[src/ogtid_pkg.sv]
// ----------------------------------------------------------------------------
// ogtid_pkg
// Shared widths, character codes, back end states and result beat layout for
// the one-gap, terminal-gap-ignoring distance unit.
// ----------------------------------------------------------------------------
package ogtid_pkg;

   localparam int CHAR_W          = 8;
   localparam int CUTOFF_W        = 17;
   localparam int DIST_W          = 17;
   localparam int MC_W            = 17;
   localparam int LEN_W           = 16;
   localparam int FRAC_W          = 16;
   localparam int QBITS           = 18;     // quotient bits of the rounded divide
   localparam int QUEUE_DEPTH     = 2;      // finished pairs held between front and back
   localparam int MAX_COLUMNS_DEF = 65536;

   localparam logic [CHAR_W-1:0]   CH_GAP  = 8'h2D;   // '-'
   localparam logic [CHAR_W-1:0]   CH_DOT  = 8'h2E;   // '.'
   localparam logic [DIST_W-1:0]   ONE_Q16 = 17'h10000;
   localparam logic [DIST_W-1:0]   DIST_MAX = 17'h1FFFF;
   localparam logic [MC_W-1:0]     MC_MAX  = 17'h1FFFF;
   localparam logic [LEN_W-1:0]    LEN_MAX = 16'hFFFF;
   localparam logic [CUTOFF_W-1:0] CUTOFF_RESET = 17'h10000;

   typedef enum logic [2:0] {
      ST_IDLE,
      ST_MUL,
      ST_CHK,
      ST_DIV,
      ST_OUT
   } back_state_type;

   typedef struct packed {
      logic full;
      logic empty;
   } queue_status_type;

   typedef struct packed {
      logic [DIST_W-1:0] distance;
      logic [MC_W-1:0]   mismatch_count;
      logic [LEN_W-1:0]  effective_length;
      logic              no_overlap;
      logic              over_cutoff;
   } rsp_type;

endpackage

[src/ogtid_if.sv]
// ----------------------------------------------------------------------------
// ogtid channel interfaces
// Column beats in, distance beats out; valid/ready handshake on each.
// ----------------------------------------------------------------------------
interface ogtid_req_if;
   import ogtid_pkg::*;

   logic              valid;
   logic              ready;
   logic [CHAR_W-1:0] char_a;
   logic [CHAR_W-1:0] char_b;
   logic              is_last;

   modport source (output valid, output char_a, output char_b, output is_last,
                   input ready);
   modport sink   (input valid, input char_a, input char_b, input is_last,
                   output ready);
endinterface

interface ogtid_rsp_if;
   import ogtid_pkg::*;

   logic              valid;
   logic              ready;
   logic [DIST_W-1:0] distance;
   logic [MC_W-1:0]   mismatch_count;
   logic [LEN_W-1:0]  effective_length;
   logic              no_overlap;
   logic              over_cutoff;

   modport source (output valid, output distance, output mismatch_count,
                   output effective_length, output no_overlap, output over_cutoff,
                   input ready);
   modport sink   (input valid, input distance, input mismatch_count,
                   input effective_length, input no_overlap, input over_cutoff,
                   output ready);
endinterface

[src/one_gap_terminal_ignore_distance_unit.sv]
// ----------------------------------------------------------------------------
// one_gap_terminal_ignore_distance_unit
// Pairwise distance of two aligned sequences, gap runs counted once and
// terminal gaps ignored.
// ----------------------------------------------------------------------------
// Stream one alignment column per beat on req_ch (char_a, char_b, is_last).
// The front end takes a column every clock cycle while the queue is not full
// and needs no gap between pairs; on the column marked is_last it closes the
// pair and posts the committed mismatch count and length into a two-entry
// queue. The back end drains that queue one pair at a time: it fetches the
// pair, does the cutoff multiply, tests it, then runs the bit-serial
// divider for the Q1.16 distance and presents the result beat until rsp_ch
// takes it. A pair settled by the test (no overlap, zero length or over the
// cutoff) skips the divider. The back end fetches no new pair until its
// result beat is taken, so the divider and rsp_ch set the pair rate: a run
// of short pairs fills the queue and req_ch.ready drops until the divider
// catches up. Results come out in pair order, one beat per pair.
// A pair with no anchor column reports distance 1.0 with no_overlap set; a
// pair with a single anchor, or a ratio above the cutoff, reports 1.0 with
// over_cutoff set. Write csr_wr_data (Q1.16 cutoff, reset 1.0) only while
// the unit is idle; the new value applies to pairs finished afterwards.
// Counters saturate at MAX_COLUMNS.
// ----------------------------------------------------------------------------
module one_gap_terminal_ignore_distance_unit #(
   parameter int MAX_COLUMNS = ogtid_pkg::MAX_COLUMNS_DEF
) (
   input  logic                           clock,
   input  logic                           reset,
   ogtid_req_if.sink                      req_ch,
   ogtid_rsp_if.source                    rsp_ch,
   input  logic                           csr_wr_en,
   input  logic [ogtid_pkg::CUTOFF_W-1:0] csr_wr_data
);
   import ogtid_pkg::*;

   localparam int CNT_W = $clog2(MAX_COLUMNS + 1);
   localparam int JOB_W = 2 * CNT_W + 1;

   logic [CUTOFF_W-1:0] cutoff_ff;

   queue_status_type q_status;
   logic             job_push, job_pop;
   logic [CNT_W-1:0] push_diff, push_len, pop_diff, pop_len;
   logic             push_none, pop_none;
   logic [JOB_W-1:0] push_word, pop_word;
   logic             rsp_valid;
   rsp_type          rsp_data;

   // cutoff register: written whenever the enable is high
   always_ff @(posedge clock) begin
      if (reset) begin
         cutoff_ff <= CUTOFF_RESET;
      end else if (csr_wr_en) begin
         cutoff_ff <= csr_wr_data;
      end
   end

   ogtid_front #(
      .MAX_COLUMNS (MAX_COLUMNS)
   ) u_front (
      .clock    (clock),
      .reset    (reset),
      .req_ch   (req_ch),
      .q_status (q_status),
      .job_push (job_push),
      .job_diff (push_diff),
      .job_len  (push_len),
      .job_none (push_none)
   );

   assign push_word = {push_none, push_len, push_diff};
   assign pop_diff  = pop_word[CNT_W-1:0];
   assign pop_len   = pop_word[2*CNT_W-1:CNT_W];
   assign pop_none  = pop_word[JOB_W-1];

   ogtid_queue #(
      .DATA_W (JOB_W)
   ) u_queue (
      .clock     (clock),
      .reset     (reset),
      .push      (job_push),
      .push_data (push_word),
      .pop       (job_pop),
      .pop_data  (pop_word),
      .status    (q_status)
   );

   ogtid_back #(
      .MAX_COLUMNS (MAX_COLUMNS)
   ) u_back (
      .clock     (clock),
      .reset     (reset),
      .cutoff    (cutoff_ff),
      .q_status  (q_status),
      .job_diff  (pop_diff),
      .job_len   (pop_len),
      .job_none  (pop_none),
      .job_pop   (job_pop),
      .rsp_valid (rsp_valid),
      .rsp_ready (rsp_ch.ready),
      .rsp_data  (rsp_data)
   );

   // drive the result beat straight from the back end's output register
   assign rsp_ch.valid            = rsp_valid;
   assign rsp_ch.distance         = rsp_data.distance;
   assign rsp_ch.mismatch_count   = rsp_data.mismatch_count;
   assign rsp_ch.effective_length = rsp_data.effective_length;
   assign rsp_ch.no_overlap       = rsp_data.no_overlap;
   assign rsp_ch.over_cutoff      = rsp_data.over_cutoff;

   // a pair without overlap reports 1.0 and zero counts, never over cutoff
   a_no_overlap_result: assert property (@(posedge clock) disable iff (reset)
      rsp_ch.valid && rsp_ch.no_overlap |->
         rsp_ch.distance == ONE_Q16 && !rsp_ch.over_cutoff &&
         rsp_ch.mismatch_count == '0 && rsp_ch.effective_length == '0)
      else $error("no-overlap beat carries counts or cutoff flag");

   // over cutoff always clamps the distance to 1.0
   a_over_is_one: assert property (@(posedge clock) disable iff (reset)
      rsp_ch.valid && rsp_ch.over_cutoff |-> rsp_ch.distance == ONE_Q16)
      else $error("over-cutoff beat with distance other than 1.0");

   // the back end only fetches a pair the queue actually holds
   a_pop_not_empty: assert property (@(posedge clock) disable iff (reset)
      job_pop |-> !q_status.empty)
      else $error("pair fetched from an empty queue");

endmodule

[src/ogtid_front.sv]
// ----------------------------------------------------------------------------
// ogtid_front
// Column classifier: tracks the anchored region, gap runs and the pending
// and committed counters; hands each finished pair to the queue.
// ----------------------------------------------------------------------------
module ogtid_front #(
   parameter int MAX_COLUMNS = ogtid_pkg::MAX_COLUMNS_DEF
) (
   input  logic                                 clock,
   input  logic                                 reset,
   ogtid_req_if.sink                            req_ch,
   input  ogtid_pkg::queue_status_type          q_status,
   output logic                                 job_push,
   output logic [$clog2(MAX_COLUMNS+1)-1:0]     job_diff,
   output logic [$clog2(MAX_COLUMNS+1)-1:0]     job_len,
   output logic                                 job_none
);
   import ogtid_pkg::*;

   localparam int CNT_W = $clog2(MAX_COLUMNS + 1);
   localparam logic [CNT_W:0] SAT_MAX = (CNT_W + 1)'(MAX_COLUMNS);

   function automatic logic [CNT_W-1:0] sat_add(input logic [CNT_W-1:0] x,
                                                input logic [CNT_W-1:0] y);
      logic [CNT_W:0] s;
      s = {1'b0, x} + {1'b0, y};
      return (s > SAT_MAX) ? SAT_MAX[CNT_W-1:0] : s[CNT_W-1:0];
   endfunction

   logic             rs_ff, rs_in;
   logic             ga_ff, ga_in;
   logic             gb_ff, gb_in;
   logic [CNT_W-1:0] cd_ff, cd_in;
   logic [CNT_W-1:0] cl_ff, cl_in;
   logic [CNT_W-1:0] pd_ff, pd_in;
   logic [CNT_W-1:0] pl_ff, pl_in;

   logic gap_a, gap_b, anchor, active, diff, skip, accept;
   logic [CNT_W-1:0] pd_sum, pl_sum;

   assign req_ch.ready = !q_status.full;
   assign accept       = req_ch.valid && req_ch.ready;

   always_comb begin
      gap_a  = (req_ch.char_a == CH_GAP);
      gap_b  = (req_ch.char_b == CH_GAP);
      anchor = !gap_a && !gap_b && (req_ch.char_a != CH_DOT) && (req_ch.char_b != CH_DOT);
      active = rs_ff || anchor;

      diff  = 1'b0;
      skip  = 1'b0;
      ga_in = ga_ff;
      gb_in = gb_ff;
      if (gap_a && gap_b) begin
         skip = 1'b1;
      end else if (gap_a) begin
         if (!ga_ff) begin
            diff  = 1'b1;
            ga_in = 1'b1;
            gb_in = 1'b0;
         end else begin
            skip = 1'b1;
         end
      end else if (gap_b) begin
         if (!gb_ff) begin
            diff  = 1'b1;
            ga_in = 1'b0;
            gb_in = 1'b1;
         end else begin
            skip = 1'b1;
         end
      end else begin
         ga_in = 1'b0;
         gb_in = 1'b0;
         diff  = (req_ch.char_a != req_ch.char_b);
      end

      pd_sum = sat_add(pd_ff, CNT_W'(diff));
      pl_sum = skip ? pl_ff : sat_add(pl_ff, CNT_W'(1));

      rs_in = active;
      cd_in = cd_ff;
      cl_in = cl_ff;
      pd_in = pd_ff;
      pl_in = pl_ff;
      if (!active) begin
         // outside the region: gap tracking stays put
         ga_in = ga_ff;
         gb_in = gb_ff;
      end else if (!rs_ff) begin
         cd_in = sat_add(cd_ff, CNT_W'(diff));
      end else begin
         pd_in = pd_sum;
         pl_in = pl_sum;
         if (anchor) begin
            // commit trailing columns at each anchor
            cd_in = sat_add(cd_ff, pd_sum);
            cl_in = sat_add(cl_ff, pl_sum);
            pd_in = '0;
            pl_in = '0;
         end
      end
   end

   assign job_push = accept && req_ch.is_last;
   assign job_diff = cd_in;
   assign job_len  = cl_in;
   assign job_none = !rs_in;

   always_ff @(posedge clock) begin
      if (reset || job_push) begin
         rs_ff <= 1'b0;
         ga_ff <= 1'b0;
         gb_ff <= 1'b0;
         cd_ff <= '0;
         cl_ff <= '0;
         pd_ff <= '0;
         pl_ff <= '0;
      end else if (accept) begin
         rs_ff <= rs_in;
         ga_ff <= ga_in;
         gb_ff <= gb_in;
         cd_ff <= cd_in;
         cl_ff <= cl_in;
         pd_ff <= pd_in;
         pl_ff <= pl_in;
      end
   end

endmodule

[src/ogtid_queue.sv]
// ----------------------------------------------------------------------------
// ogtid_queue
// Short FIFO of finished pairs between the classifier and the divider.
// ----------------------------------------------------------------------------
module ogtid_queue #(
   parameter int DATA_W = 8
) (
   input  logic                        clock,
   input  logic                        reset,
   input  logic                        push,
   input  logic [DATA_W-1:0]           push_data,
   input  logic                        pop,
   output logic [DATA_W-1:0]           pop_data,
   output ogtid_pkg::queue_status_type status
);
   import ogtid_pkg::*;

   localparam int PTR_W = (QUEUE_DEPTH > 1) ? $clog2(QUEUE_DEPTH) : 1;
   localparam int CNT_W = $clog2(QUEUE_DEPTH + 1);
   localparam logic [PTR_W-1:0] PTR_LAST = PTR_W'(QUEUE_DEPTH - 1);
   localparam logic [CNT_W-1:0] CNT_FULL = CNT_W'(QUEUE_DEPTH);

   logic [DATA_W-1:0] mem_ff [QUEUE_DEPTH];
   logic [PTR_W-1:0]  wr_ptr_ff, wr_ptr_in;
   logic [PTR_W-1:0]  rd_ptr_ff, rd_ptr_in;
   logic [CNT_W-1:0]  count_ff, count_in;
   logic              do_push, do_pop;

   assign status.full  = (count_ff == CNT_FULL);
   assign status.empty = (count_ff == '0);
   assign do_push      = push && !status.full;
   assign do_pop       = pop && !status.empty;
   assign pop_data     = mem_ff[rd_ptr_ff];

   always_comb begin
      wr_ptr_in = wr_ptr_ff;
      rd_ptr_in = rd_ptr_ff;
      count_in  = count_ff;
      if (do_push) begin
         wr_ptr_in = (wr_ptr_ff == PTR_LAST) ? '0 : wr_ptr_ff + PTR_W'(1);
      end
      if (do_pop) begin
         rd_ptr_in = (rd_ptr_ff == PTR_LAST) ? '0 : rd_ptr_ff + PTR_W'(1);
      end
      if (do_push && !do_pop) begin
         count_in = count_ff + CNT_W'(1);
      end else if (do_pop && !do_push) begin
         count_in = count_ff - CNT_W'(1);
      end
   end

   always_ff @(posedge clock) begin
      if (reset) begin
         wr_ptr_ff <= '0;
         rd_ptr_ff <= '0;
         count_ff  <= '0;
      end else begin
         wr_ptr_ff <= wr_ptr_in;
         rd_ptr_ff <= rd_ptr_in;
         count_ff  <= count_in;
      end
   end

   always_ff @(posedge clock) begin
      if (do_push) begin
         mem_ff[wr_ptr_ff] <= push_data;
      end
   end

endmodule

[src/ogtid_back.sv]
// ----------------------------------------------------------------------------
// ogtid_back
// Per-pair finisher: cutoff test by one multiply, then a restoring divide
// one quotient bit a cycle, rounded to nearest; holds the result beat.
// ----------------------------------------------------------------------------
module ogtid_back #(
   parameter int MAX_COLUMNS = ogtid_pkg::MAX_COLUMNS_DEF
) (
   input  logic                                  clock,
   input  logic                                  reset,
   input  logic [ogtid_pkg::CUTOFF_W-1:0]        cutoff,
   input  ogtid_pkg::queue_status_type           q_status,
   input  logic [$clog2(MAX_COLUMNS+1)-1:0]      job_diff,
   input  logic [$clog2(MAX_COLUMNS+1)-1:0]      job_len,
   input  logic                                  job_none,
   output logic                                  job_pop,
   output logic                                  rsp_valid,
   input  logic                                  rsp_ready,
   output ogtid_pkg::rsp_type                    rsp_data
);
   import ogtid_pkg::*;

   localparam int CNT_W  = $clog2(MAX_COLUMNS + 1);
   localparam int EXT_W  = (CNT_W > MC_W) ? CNT_W : MC_W;
   localparam int PROD_W = CNT_W + CUTOFF_W;
   localparam int NUM_W  = CNT_W + FRAC_W + 2;
   localparam int REM_W  = CNT_W + 1;
   localparam int STEP_W = $clog2(QBITS);
   localparam logic [STEP_W-1:0] STEP_LAST = STEP_W'(QBITS - 1);

   back_state_type state_ff, state_in;

   logic [CNT_W-1:0]  d_ff;
   logic [CNT_W-1:0]  n_ff;
   logic              none_ff;
   logic [PROD_W-1:0] prod_ff;
   logic [REM_W-1:0]  rem_ff;
   logic [REM_W-1:0]  div_ff;
   logic [QBITS-1:0]  num_ff;
   logic [QBITS-1:0]  q_ff;
   logic [STEP_W-1:0] step_ff;
   rsp_type           res_ff;

   logic [EXT_W-1:0]  d_ext, n_ext;
   logic [MC_W-1:0]   d_sat;
   logic [LEN_W-1:0]  n_sat;
   logic              over;
   logic [NUM_W-1:0]  numer;
   logic [REM_W:0]    rem_sh;
   logic              ge;
   logic [QBITS-1:0]  q_fin;

   // saturate reported counts to the port widths
   always_comb begin
      d_ext = EXT_W'(d_ff);
      n_ext = EXT_W'(n_ff);
      d_sat = (d_ext > EXT_W'(MC_MAX)) ? MC_MAX : d_ext[MC_W-1:0];
      n_sat = (n_ext > EXT_W'(LEN_MAX)) ? LEN_MAX : n_ext[LEN_W-1:0];
      over  = (n_ff == '0) || (PROD_W'({d_ff, {FRAC_W{1'b0}}}) > prod_ff);
      // 2*d*2^16 + n over 2*n gives the round-half-up quotient
      numer = NUM_W'({d_ff, {(FRAC_W + 1){1'b0}}}) + NUM_W'(n_ff);
      rem_sh = {rem_ff, num_ff[QBITS-1]};
      ge     = (rem_sh >= {1'b0, div_ff});
      q_fin  = {q_ff[QBITS-2:0], ge};
   end

   always_comb begin
      state_in  = state_ff;
      job_pop   = 1'b0;
      rsp_valid = 1'b0;
      case (state_ff)
         ST_IDLE: begin
            if (!q_status.empty) begin
               job_pop  = 1'b1;
               state_in = ST_MUL;
            end
         end
         ST_MUL: begin
            state_in = ST_CHK;
         end
         ST_CHK: begin
            state_in = (none_ff || over) ? ST_OUT : ST_DIV;
         end
         ST_DIV: begin
            if (step_ff == STEP_LAST) begin
               state_in = ST_OUT;
            end
         end
         ST_OUT: begin
            rsp_valid = 1'b1;
            if (rsp_ready) begin
               state_in = ST_IDLE;
            end
         end
         default: begin
            state_in = ST_IDLE;
         end
      endcase
   end

   always_ff @(posedge clock) begin
      if (reset) begin
         state_ff <= ST_IDLE;
      end else begin
         state_ff <= state_in;
      end
   end

   always_ff @(posedge clock) begin
      case (state_ff)
         ST_IDLE: begin
            d_ff    <= job_diff;
            n_ff    <= job_len;
            none_ff <= job_none;
         end
         ST_MUL: begin
            prod_ff <= PROD_W'(cutoff) * PROD_W'(n_ff);
         end
         ST_CHK: begin
            rem_ff  <= REM_W'(numer[NUM_W-1:QBITS]);
            num_ff  <= numer[QBITS-1:0];
            div_ff  <= {n_ff, 1'b0};
            q_ff    <= '0;
            step_ff <= '0;
            res_ff.mismatch_count   <= none_ff ? '0 : d_sat;
            res_ff.effective_length <= none_ff ? '0 : n_sat;
            res_ff.no_overlap       <= none_ff;
            res_ff.over_cutoff      <= !none_ff && over;
            res_ff.distance         <= ONE_Q16;
         end
         ST_DIV: begin
            rem_ff  <= ge ? REM_W'(rem_sh - {1'b0, div_ff}) : rem_sh[REM_W-1:0];
            num_ff  <= {num_ff[QBITS-2:0], 1'b0};
            q_ff    <= q_fin;
            step_ff <= step_ff + STEP_W'(1);
            if (step_ff == STEP_LAST) begin
               res_ff.distance <= q_fin[QBITS-1] ? DIST_MAX : q_fin[DIST_W-1:0];
            end
         end
         ST_OUT: begin
            // hold the result beat
         end
         default: begin
         end
      endcase
   end

   assign rsp_data = res_ff;

endmodule

[src/flat_wrapper.sv]
// flat-port wrapper written by rule: the top's interface ports become plain ports
module one_gap_terminal_ignore_distance_unit_flat import ogtid_pkg::*;
#(
   parameter int MAX_COLUMNS = ogtid_pkg::MAX_COLUMNS_DEF
)
  (clock, reset, csr_wr_en, csr_wr_data, req_ch_valid, req_ch_char_a, req_ch_char_b, req_ch_is_last, req_ch_ready, rsp_ch_valid, rsp_ch_distance, rsp_ch_mismatch_count, rsp_ch_effective_length, rsp_ch_no_overlap, rsp_ch_over_cutoff, rsp_ch_ready);
  ogtid_req_if req_ch_i ();
  ogtid_rsp_if rsp_ch_i ();
  input  logic clock;
  input  logic reset;
  input  logic csr_wr_en;
  input  logic [ogtid_pkg::CUTOFF_W-1:0] csr_wr_data;
  input wire logic [$bits(req_ch_i.valid)-1:0] req_ch_valid;
  input wire logic [$bits(req_ch_i.char_a)-1:0] req_ch_char_a;
  input wire logic [$bits(req_ch_i.char_b)-1:0] req_ch_char_b;
  input wire logic [$bits(req_ch_i.is_last)-1:0] req_ch_is_last;
  output wire logic [$bits(req_ch_i.ready)-1:0] req_ch_ready;
  output wire logic [$bits(rsp_ch_i.valid)-1:0] rsp_ch_valid;
  output wire logic [$bits(rsp_ch_i.distance)-1:0] rsp_ch_distance;
  output wire logic [$bits(rsp_ch_i.mismatch_count)-1:0] rsp_ch_mismatch_count;
  output wire logic [$bits(rsp_ch_i.effective_length)-1:0] rsp_ch_effective_length;
  output wire logic [$bits(rsp_ch_i.no_overlap)-1:0] rsp_ch_no_overlap;
  output wire logic [$bits(rsp_ch_i.over_cutoff)-1:0] rsp_ch_over_cutoff;
  input wire logic [$bits(rsp_ch_i.ready)-1:0] rsp_ch_ready;
  assign req_ch_i.valid = req_ch_valid;
  assign req_ch_i.char_a = req_ch_char_a;
  assign req_ch_i.char_b = req_ch_char_b;
  assign req_ch_i.is_last = req_ch_is_last;
  assign req_ch_ready = req_ch_i.ready;
  assign rsp_ch_valid = rsp_ch_i.valid;
  assign rsp_ch_distance = rsp_ch_i.distance;
  assign rsp_ch_mismatch_count = rsp_ch_i.mismatch_count;
  assign rsp_ch_effective_length = rsp_ch_i.effective_length;
  assign rsp_ch_no_overlap = rsp_ch_i.no_overlap;
  assign rsp_ch_over_cutoff = rsp_ch_i.over_cutoff;
  assign rsp_ch_i.ready = rsp_ch_ready;
  one_gap_terminal_ignore_distance_unit #(.MAX_COLUMNS(MAX_COLUMNS)) u_core (.clock(clock), .reset(reset), .req_ch(req_ch_i), .rsp_ch(rsp_ch_i), .csr_wr_en(csr_wr_en), .csr_wr_data(csr_wr_data));
endmodule
[config.mk]
export PLATFORM = sky130hd
export DESIGN_NAME = one_gap_terminal_ignore_distance_unit_flat
export DESIGN_NICKNAME = d
export VERILOG_FILES = /design/src/ogtid_pkg.sv /design/src/ogtid_if.sv /design/src/one_gap_terminal_ignore_distance_unit.sv /design/src/ogtid_front.sv /design/src/ogtid_queue.sv /design/src/ogtid_back.sv /design/src/flat_wrapper.sv
export SDC_FILE = /design/constraint.sdc
export NUM_CORES = 1
export LEC_CHECK = 0
export ABC_AREA = 1
export ABC_CLOCK_PERIOD_IN_PS = 7650
export BUFFER_PORTS_ARGS = -buffer_cell sky130_fd_sc_hd__buf_4
export CORE_UTILIZATION = 40
export CTS_BUF_LIST = sky130_fd_sc_hd__clkbuf_16
export CTS_CLUSTER_SIZE = 12
export DETAILED_ROUTE_END_ITERATION = 6
export GPL_ROUTABILITY_DRIVEN = 0
export SLEW_MARGIN = 20
export SYNTH_ARGS = -nofsm -noshare
export SYNTH_HDL_FRONTEND = slang
export SYNTH_HIERARCHICAL = 1
export SYNTH_SLANG_ARGS = --single-unit
[constraint.sdc]
create_clock -name clock -period 7.65 [get_ports clock]
set_clock_uncertainty 0.15 [all_clocks]
set_input_delay 0.765 -clock clock [delete_from_list [all_inputs] [get_ports clock]]
set_output_delay 0.765 -clock clock [all_outputs]
set_load 0.01 [all_outputs]
== After elaboration in Yosys (flattened, before gate mapping) ==
Memories as Yosys holds them, arrays and structs flattened. A register that Yosys moved wholly into a read port is not among the register bits.
Cells that the tools add are included.

* Flip-flop bits (word level): 256
* Memory bits (writable): 70
* Output and inout bits: 54
* Input bits: 39
* Word-level logic and storage cells: 150
* Memories kept: 1

* Reduce and logical (&&, ||, !) cells: 33
* Add/subtract/negate cells: 12
* Multiplexer cells: 54
* Equal/unequal tests: 16
* Multiply operators: 1
* Bitwise logic cells: 1
* $lt $le $gt $ge: 9

{| class="wikitable"
|+ Memories
! name !! words !! width !! rd ports !! clocked after memory_dff !! wr ports !! line !! RTL
|-
| u_core.u_queue.mem_ff || 2 || 35 || 1 || 1 || 1 || ogtid_queue.sv:23 || <nowiki>logic [DATA_W-1:0] mem_ff [QUEUE_DEPTH];</nowiki>
|}

{| class="wikitable"
|+ Operator list
! cell !! count
|-
| 17-bit two-way mux || 17
|-
| 18-bit by 17-bit greater-than comparator with 1-bit output, second input constant || 5
|-
| 18-bit case mux with 2 select lines || 2
|-
| 17-bit case mux with 2 select lines || 2
|-
| 17-bit by 1-bit adder with 18-bit output || 2
|-
| 17-bit by 17-bit adder with 18-bit output || 2
|-
| 34-bit by 17-bit adder with 35-bit output || 1
|-
| 33-bit by 34-bit greater-than comparator with 1-bit output || 1
|-
| 17-bit by 17-bit multiplier with 34-bit output || 1
|-
| 1-bit two-way mux || 23
|-
| 19-bit by 18-bit greater-or-equal comparator with 1-bit output || 1
|-
| 17-bit by 1-bit adder with 18-bit output, second input constant || 1
|-
| 18-bit two-way mux || 1
|-
| 18-bit subtractor || 1
|-
| 17-bit by 16-bit greater-than comparator with 1-bit output, second input constant || 1
|-
| 17-bit greater-than comparator, second input constant || 1
|-
| 17-bit logical NOT || 1
|-
| 8-bit by 6-bit equality test with 1-bit output, second input constant || 2
|-
| 16-bit two-way mux || 1
|-
| 8-bit by 6-bit inequality test with 1-bit output, second input constant || 2
|-
| 3-bit case mux with 5 select lines || 1
|-
| 3-bit two-way mux || 4
|-
| 1-bit logical AND || 11
|-
| 5-bit case mux with 2 select lines || 1
|-
| 22 further kinds || 41
|}

== Longest topological paths before layout ==
* Depth after elaboration: 13
* Mapped depth: 49
* Mapped depth without buffers: 47

== By module ==
Netlist, hierarchy kept.

{| class="wikitable"
|+ Modules (own cells, without submodules)
! module !! cells an instance !! instances !! area each (µm²) !! sequential area each (µm²)
|-
| ogtid_back || 2133 || 1 || 18869.3 || 5945.7
|-
| ogtid_front || 1127 || 1 || 6861.6 || 1421.4
|-
| ogtid_queue || 146 || 1 || 2930.3 || 2202.1
|-
| one_gap_terminal_ignore_distance_unit || 107 || 1 || 733.2 || 340.3
|}

== Worst setup path before layout ==
No wires, ideal clock.

* Path type: in2reg
* From: input port req_ch_char_a[4]
* To: memory u_core/u_queue/mem_ff[0][0] (netlist bit), data pin
* Cell stages on the path: 44
* Arrival: 5899 ps
* Slack: 1341 ps
* Library setup time: 260 ps
* Data required time: 7240 ps
* Path buffers: 2
* Cells stage by stage: nor4_1 nand2_1 nor3_1 inv_1 nand2_1 inv_1 nor2_1 nand2_1 clkbuf_1 o41ai_1 inv_1 ha_1 nand2_4 nor2_4 nand2_4 xor2_1 nand3_1 nor2_1 [8 not listed] a21oi_1 o21ai_0 a21o_1 nand2_2 nand2_2 nand2_2 nand2_2 nand2_2 nand2_1 nand2_1 nand2_1 nor2_1 nand3_2 nand2_4 buf_12 nand2_1 nand2_1 a22o_1

* Word-level cells in the longest chain between the ends: 13
* Elaborated cells between the ends (all ways): 24
* Those cells by class: add/sub: 3; order compare: 3; eq/ne: 3; mux: 9; reduce/logical: 6

{| class="wikitable"
|+ RTL lines
! element !! line !! RTL
|-
| from (decl) || flat_wrapper.sv:14 || <nowiki>input wire logic [$bits(req_ch_i.char_a)-1:0] req_ch_char_a;</nowiki>
|-
| 8-bit inequality test || ogtid_front.sv:75 || <nowiki>diff = (req_ch.char_a != req_ch.char_b);</nowiki>
|-
| 1-bit two-way mux || ogtid_front.sv:64 || <nowiki>end else if (gap_b) begin</nowiki>
|-
| 1-bit two-way mux || ogtid_front.sv:56 || <nowiki>end else if (gap_a) begin</nowiki>
|-
| 1-bit two-way mux || ogtid_front.sv:54 || <nowiki>if (gap_a && gap_b) begin</nowiki>
|-
| 17-bit by 1-bit adder with 18-bit output || ogtid_front.sv:26 || <nowiki>s = {1'b0, x} + {1'b0, y};</nowiki>
|-
| 18-bit by 17-bit greater-than comparator with 1-bit output || ogtid_front.sv:27 || <nowiki>return (s > SAT_MAX) ? SAT_MAX[CNT_W-1:0] : s[CNT_W-1:0];</nowiki>
|-
| 17-bit two-way mux || ogtid_front.sv:27 ||
|-
| 17-bit by 17-bit adder with 18-bit output || ogtid_front.sv:26 ||
|-
| 18-bit by 17-bit greater-than comparator with 1-bit output || ogtid_front.sv:27 ||
|-
| 17-bit two-way mux || ogtid_front.sv:27 ||
|-
| 17-bit two-way mux || ogtid_front.sv:95 || <nowiki>if (anchor) begin</nowiki>
|-
| 17-bit two-way mux || ogtid_front.sv:90 || <nowiki>end else if (!rs_ff) begin</nowiki>
|-
| 17-bit two-way mux (*) || ogtid_front.sv:86 || <nowiki>if (!active) begin</nowiki>
|-
| via u_core.push_diff[0] || one_gap_terminal_ignore_distance_unit.sv:43 || <nowiki>logic [CNT_W-1:0] push_diff, push_len, pop_diff, pop_len;</nowiki>
|-
| to (decl) || ogtid_queue.sv:23 ||
|}

Mark *: on every way through the listed nets, which the timed path passes. The rest lies on a longest branch.

== Final worst setup path ==
* From: register u_core.u_back.n_ff[10] (netlist: u_core/u_back/n_ext[10])
* To: register u_core.u_back.prod_ff[23], data pin

* Word-level cells in the longest chain between the ends: 1

{| class="wikitable"
|+ RTL lines
! element !! line !! RTL
|-
| from (decl) || ogtid_back.sv:34 || <nowiki>logic [CNT_W-1:0] n_ff;</nowiki>
|-
| from (signal assigned) || ogtid_back.sv:113 || <nowiki>n_ff <= job_len;</nowiki>
|-
| 17-bit by 17-bit multiplier with 34-bit output || ogtid_back.sv:117 || <nowiki>prod_ff <= PROD_W'(cutoff) * PROD_W'(n_ff);</nowiki>
|-
| to (signal assigned) || ogtid_back.sv:117 ||
|-
| to (decl) || ogtid_back.sv:36 || <nowiki>logic [PROD_W-1:0] prod_ff;</nowiki>
|}

No other way between the ends.
A chain may end at the register's enable or synchronous reset.

==> qor_table.md <==
| Result | This run | Unit |
| --- | --- | --- |
| Worst-path cell with the longest stage delay | edfxtp_1 | - |
| Post-DP HPWL | 51800 | um |
| Post-route ant nets | 0 | - |
| Number of setup violations in the final report | 0 | - |
| Register clock-pin slew on the reported worst setup and hold paths | 60 | ps |
| Worst reg-to-reg path cell count | 18 | - |
| P&R area growth vs syn | 9.82 | % |
| Leading cell type by number of instances after synthesis | nand2_1 | - |
| Number of H-tree branching levels | 2 | - |
| Reg2Reg Capture Point | u_core/u_back/prod_ff[23] | - |
| Dominant cell type by area after synthesis | edfxtp_1 | - |
| Yosys cell types | 62 | - |
| Post-detailed-route via-to-cell ratio | 4.87 | - |
| Clock Tree Root | clkbuf_16 | - |
| Compound-cell area share of the yosys netlist | 0.0691 | - |
| # clock sinks | 362 | - |
| Critical path's largest stage delay | 1130 | ps |
| Leading cell types by count after synthesis | nand2_1 (821), inv_1 (727), edfxtp_1 (266) | - |
| Sequential cell area | 9910 | um2 |
| Max-cap violations | 0 | - |
| Critical Setup Path Class | reg -> reg | - |
| Clk Latency, worst-skew pair | 580 | ps |
| Via total after detailed routing | 22100 | - |
| Initial antenna violation count | 0 | - |
| Buffer depth of the longest clock path | 3 | - |
| Via count of the first global-routing pass | 21600 | - |
| Sum Neg Setup Slack | 0 | ps |
| Starting Density | 0.404 | - |
| Portion of netlist area occupied by mux cells | 0.0172 | - |
| Area fraction in and, or, nand and nor cells after synthesis | 0.198 | - |
| Worst R2R Setup Slack | 990 | ps |
| Total stage count of the critical path | 18 | - |
| CP max FO | 19 | - |
| Required time of the critical path | 7790 | ps |
| Post-cts gate resize count | 0 | - |
| N_diodes | 0 | - |
| First-pass GRT wire length | 113000 | um |
| Run status | completed | - |
| Post-CTS Setup Repair Bufs | 0 | - |
| Row count | 99 | - |
| CP Capture Type | flop | - |
| Final min period | 6660 | ps |
| Area of the multi-input gates | 16100 | um2 |
| Actual transition at the worst max-transition pin | 1180 | ps |
| Residual DRC count | 0 | - |
| Total die area | 74600 | um2 |
| Clock tree from TritonCTS | built | - |
| Total of warnings raised by yosys | 6 | - |
| Cell types with the largest area share after synthesis | edfxtp_1 (27%), fa_1 (15%), nand2_1 (10%) | - |
| Area share of xor/xnor cells in the synthesized design | 0.0283 | - |
| Port-buffer cells | 92 | - |
| Hold depth | 3 | - |
| Number of DRC violations after detailed-routing iteration 0 | 1344 | - |
| Most used DFF post-synth | edfxtp_1 | - |
| Hold wc startpoint | csr_wr_data[16] | - |
| Critical Path AT | 6800 | ps |
| Number of buffer and inverter instances along the worst setup path | 3 | - |
| Endpoint of the worst hold-timing path | u_core/cutoff_ff[16] | - |
| Horizontal die dimension | 273 | um |
| Flip-flop and latch count after synthesis | 362 | - |
| Critical path startpoint category | flop | - |
| Post-synthesis share of cell area spent on full adders, half adders and majority gates | 0.232 | - |
| Launch point of the worst reg-to-reg path | u_core/u_back/n_ext[10] | - |
| Slew margin rel. | 0.215 | - |
| Asr flop ratio synth | 0 | - |
| Post-Synthesis Mean Instance Area | 8.37 | um2 |
| CP delay by family, top | adder cells | - |
| Gr usage total | 0.189 | - |
| Combinational family with the most area after synthesis | adder cells | - |
| Max Fclk | 0.150 | GHz |
| Vertical die dimension | 273 | um |
| First drt pass iteration count | 7 | - |
| Layout net count | 4001 | - |
| Final WL | 68900 | um |
| IO Pins | 93 | - |
| Average wire per cell in the routed design | 15.2 | um |
| Final hold violation count | 0 | - |
| Unrepaired setup endpoints after global routing | no | - |
| Slew Limit Fails | 0 | - |
| Most used cell, CP | fa_1 | - |
| Count of mapped cells out of synthesis | 3513 | - |
| Proportion of layout cells with a drive suffix above 1 | 0.0885 | - |
| Share of the synthesized area in the top cell type | 0.272 | - |
| Post-synthesis cell area | 29400 | um2 |
| Core region area | 72800 | um2 |
| Number of buffers added by the clock tree synthesis step | 42 | - |
| Grt ovf | 0 | - |
| Sequential area share after synthesis | 0.337 | - |
| Filler instances | 7203 | - |
| Number of flops mapped to enable cells by yosys | 266 | - |
| Final worst-path cycle share | 0.870 | - |
| List of cells traversed by the critical path | nand2_1 > fa_1 > inv_1 > fa_1 > fa_1 > fa_1 > fa_1 > inv_1 > fa_1 > inv_1 > ha_1 > a21oi_1 > a21boi_0 > o21ai_0 > nand2_1 > nor2_1 > o21bai_1 > nand2_1 | - |
| Largest net degree at the start of global routing | 70 | - |
| Synthesized netlist net count | 3962 | - |
| Hold WC Path Type | in -> reg | - |
| Cts hold-fix bufs | 0 | - |
## tightest hold or removal path: cells and delay by family
| family | cells | cell delay (ps) |
|---|---|---|
| simple gates | 2 | 120 |
| buf+inv | 1 | 80 |
## metrics by stage
step           utilization  hold WS, ps  area (um2)  setup WS, ps  cells
5_1_grt              0.443          322       32300           321   4541
4_1_cts              0.443          285       32200          1070   4539
3_3_place_gp         0.425          304       30900           768   4465
6_report             0.443          311       32300           992   4541
2_1_floorplan            -          274       29400          1340   3513
3_5_place_dp         0.425          307       30900           661   4465
## layout make-up
class,instances,share of cell area
inverters,744,0.0865
clock buffers,42,0.0326
clock inverters,32,0.00760
well taps,959,0.0372
repair buffers,130,0.0310
multi-input cells,2272,0.498
flip-flops and latches,362,0.307
## per-layer routing
layer | part of all wire | GRT usage
met4 | 0.019 | 0.0441
met5 | 0 | 0
met2 | 0.47 | 0.313
met1 | 0.47 | 0.261
met3 | 0.050 | 0.0250
## placed cells by master (no fill, tap or decap), types with 8 or more instances in the layout
master	n
mux2_4	30
nor4_1	10
o21bai_1	11
inv_2	11
clkinv_1	9
nand2_1	821
edfxtp_1	266
nand3_2	12
o31ai_1	8
nand2_2	23
o21ai_0	94
ha_1	183
nand4_1	49
xnor2_1	28
fa_1	227
a21o_1	8
inv_1	740
nor2_4	9
o22ai_1	10
nor3_1	32
o21ai_1	20
dfxtp_1	95
clkbuf_16	42
nand3b_1	10
buf_4	128
nand3_1	119
nor2_1	241
a21oi_1	193
xor2_1	67
nor2_2	14
## state kept, by name, summed over array words and instances, names as in the netlist, 3 cells and up, named ones only
signal                  cells
u_core/u_back/num_ff       18
u_core/u_front/cl_ff       17
u_core/u_front/cd_ff       17
u_core/u_back/d_ext        17
u_core/u_back/q_ff         17
u_core/u_back/step_ff       5
u_core/cutoff_ff           17
u_core/u_back/rsp_data     52
u_core/u_front/pd_ff       17
u_core/u_back/div_ff       17
u_core/u_back/state_ff      3
u_core/u_front/pl_ff       17
u_core/u_back/rem_ff       18
u_core/u_queue/mem_ff      70
u_core/u_back/prod_ff      34
u_core/u_back/n_ext        17
## worst max-delay path by stage
stage,start,to,slack (ps)
floorplan,req_ch_char_a[4],u_core/u_queue/mem_ff[0][0],1340
finish,u_core/u_back/n_ext[10],u_core/u_back/prod_ff[23],990
detailed placement,req_ch_char_a[4],u_core/u_front/cd_ff[10],660
CTS,u_core/u_back/n_ext[10],u_core/u_back/prod_ff[23],1070
global placement,req_ch_char_a[4],u_core/u_queue/mem_ff[0][10],770
global route,req_ch_char_a[4],u_core/u_queue/mem_ff[0][10],320
## kinds of logic (layout without fill, tap and decap cells)
group,after synthesis,after routing
muxes,35,35
AOI/OAI and AO/OA,372,372
buffers and inverters,879,948
DFF,362,362
adders and majority gates,410,410
and+or+nand+nor,1360,1360
xor gates and xnor gates,95,95
Power is not shown: default switching activity piles up to over one toggle a cycle in this logic, so the estimate is an artifact.
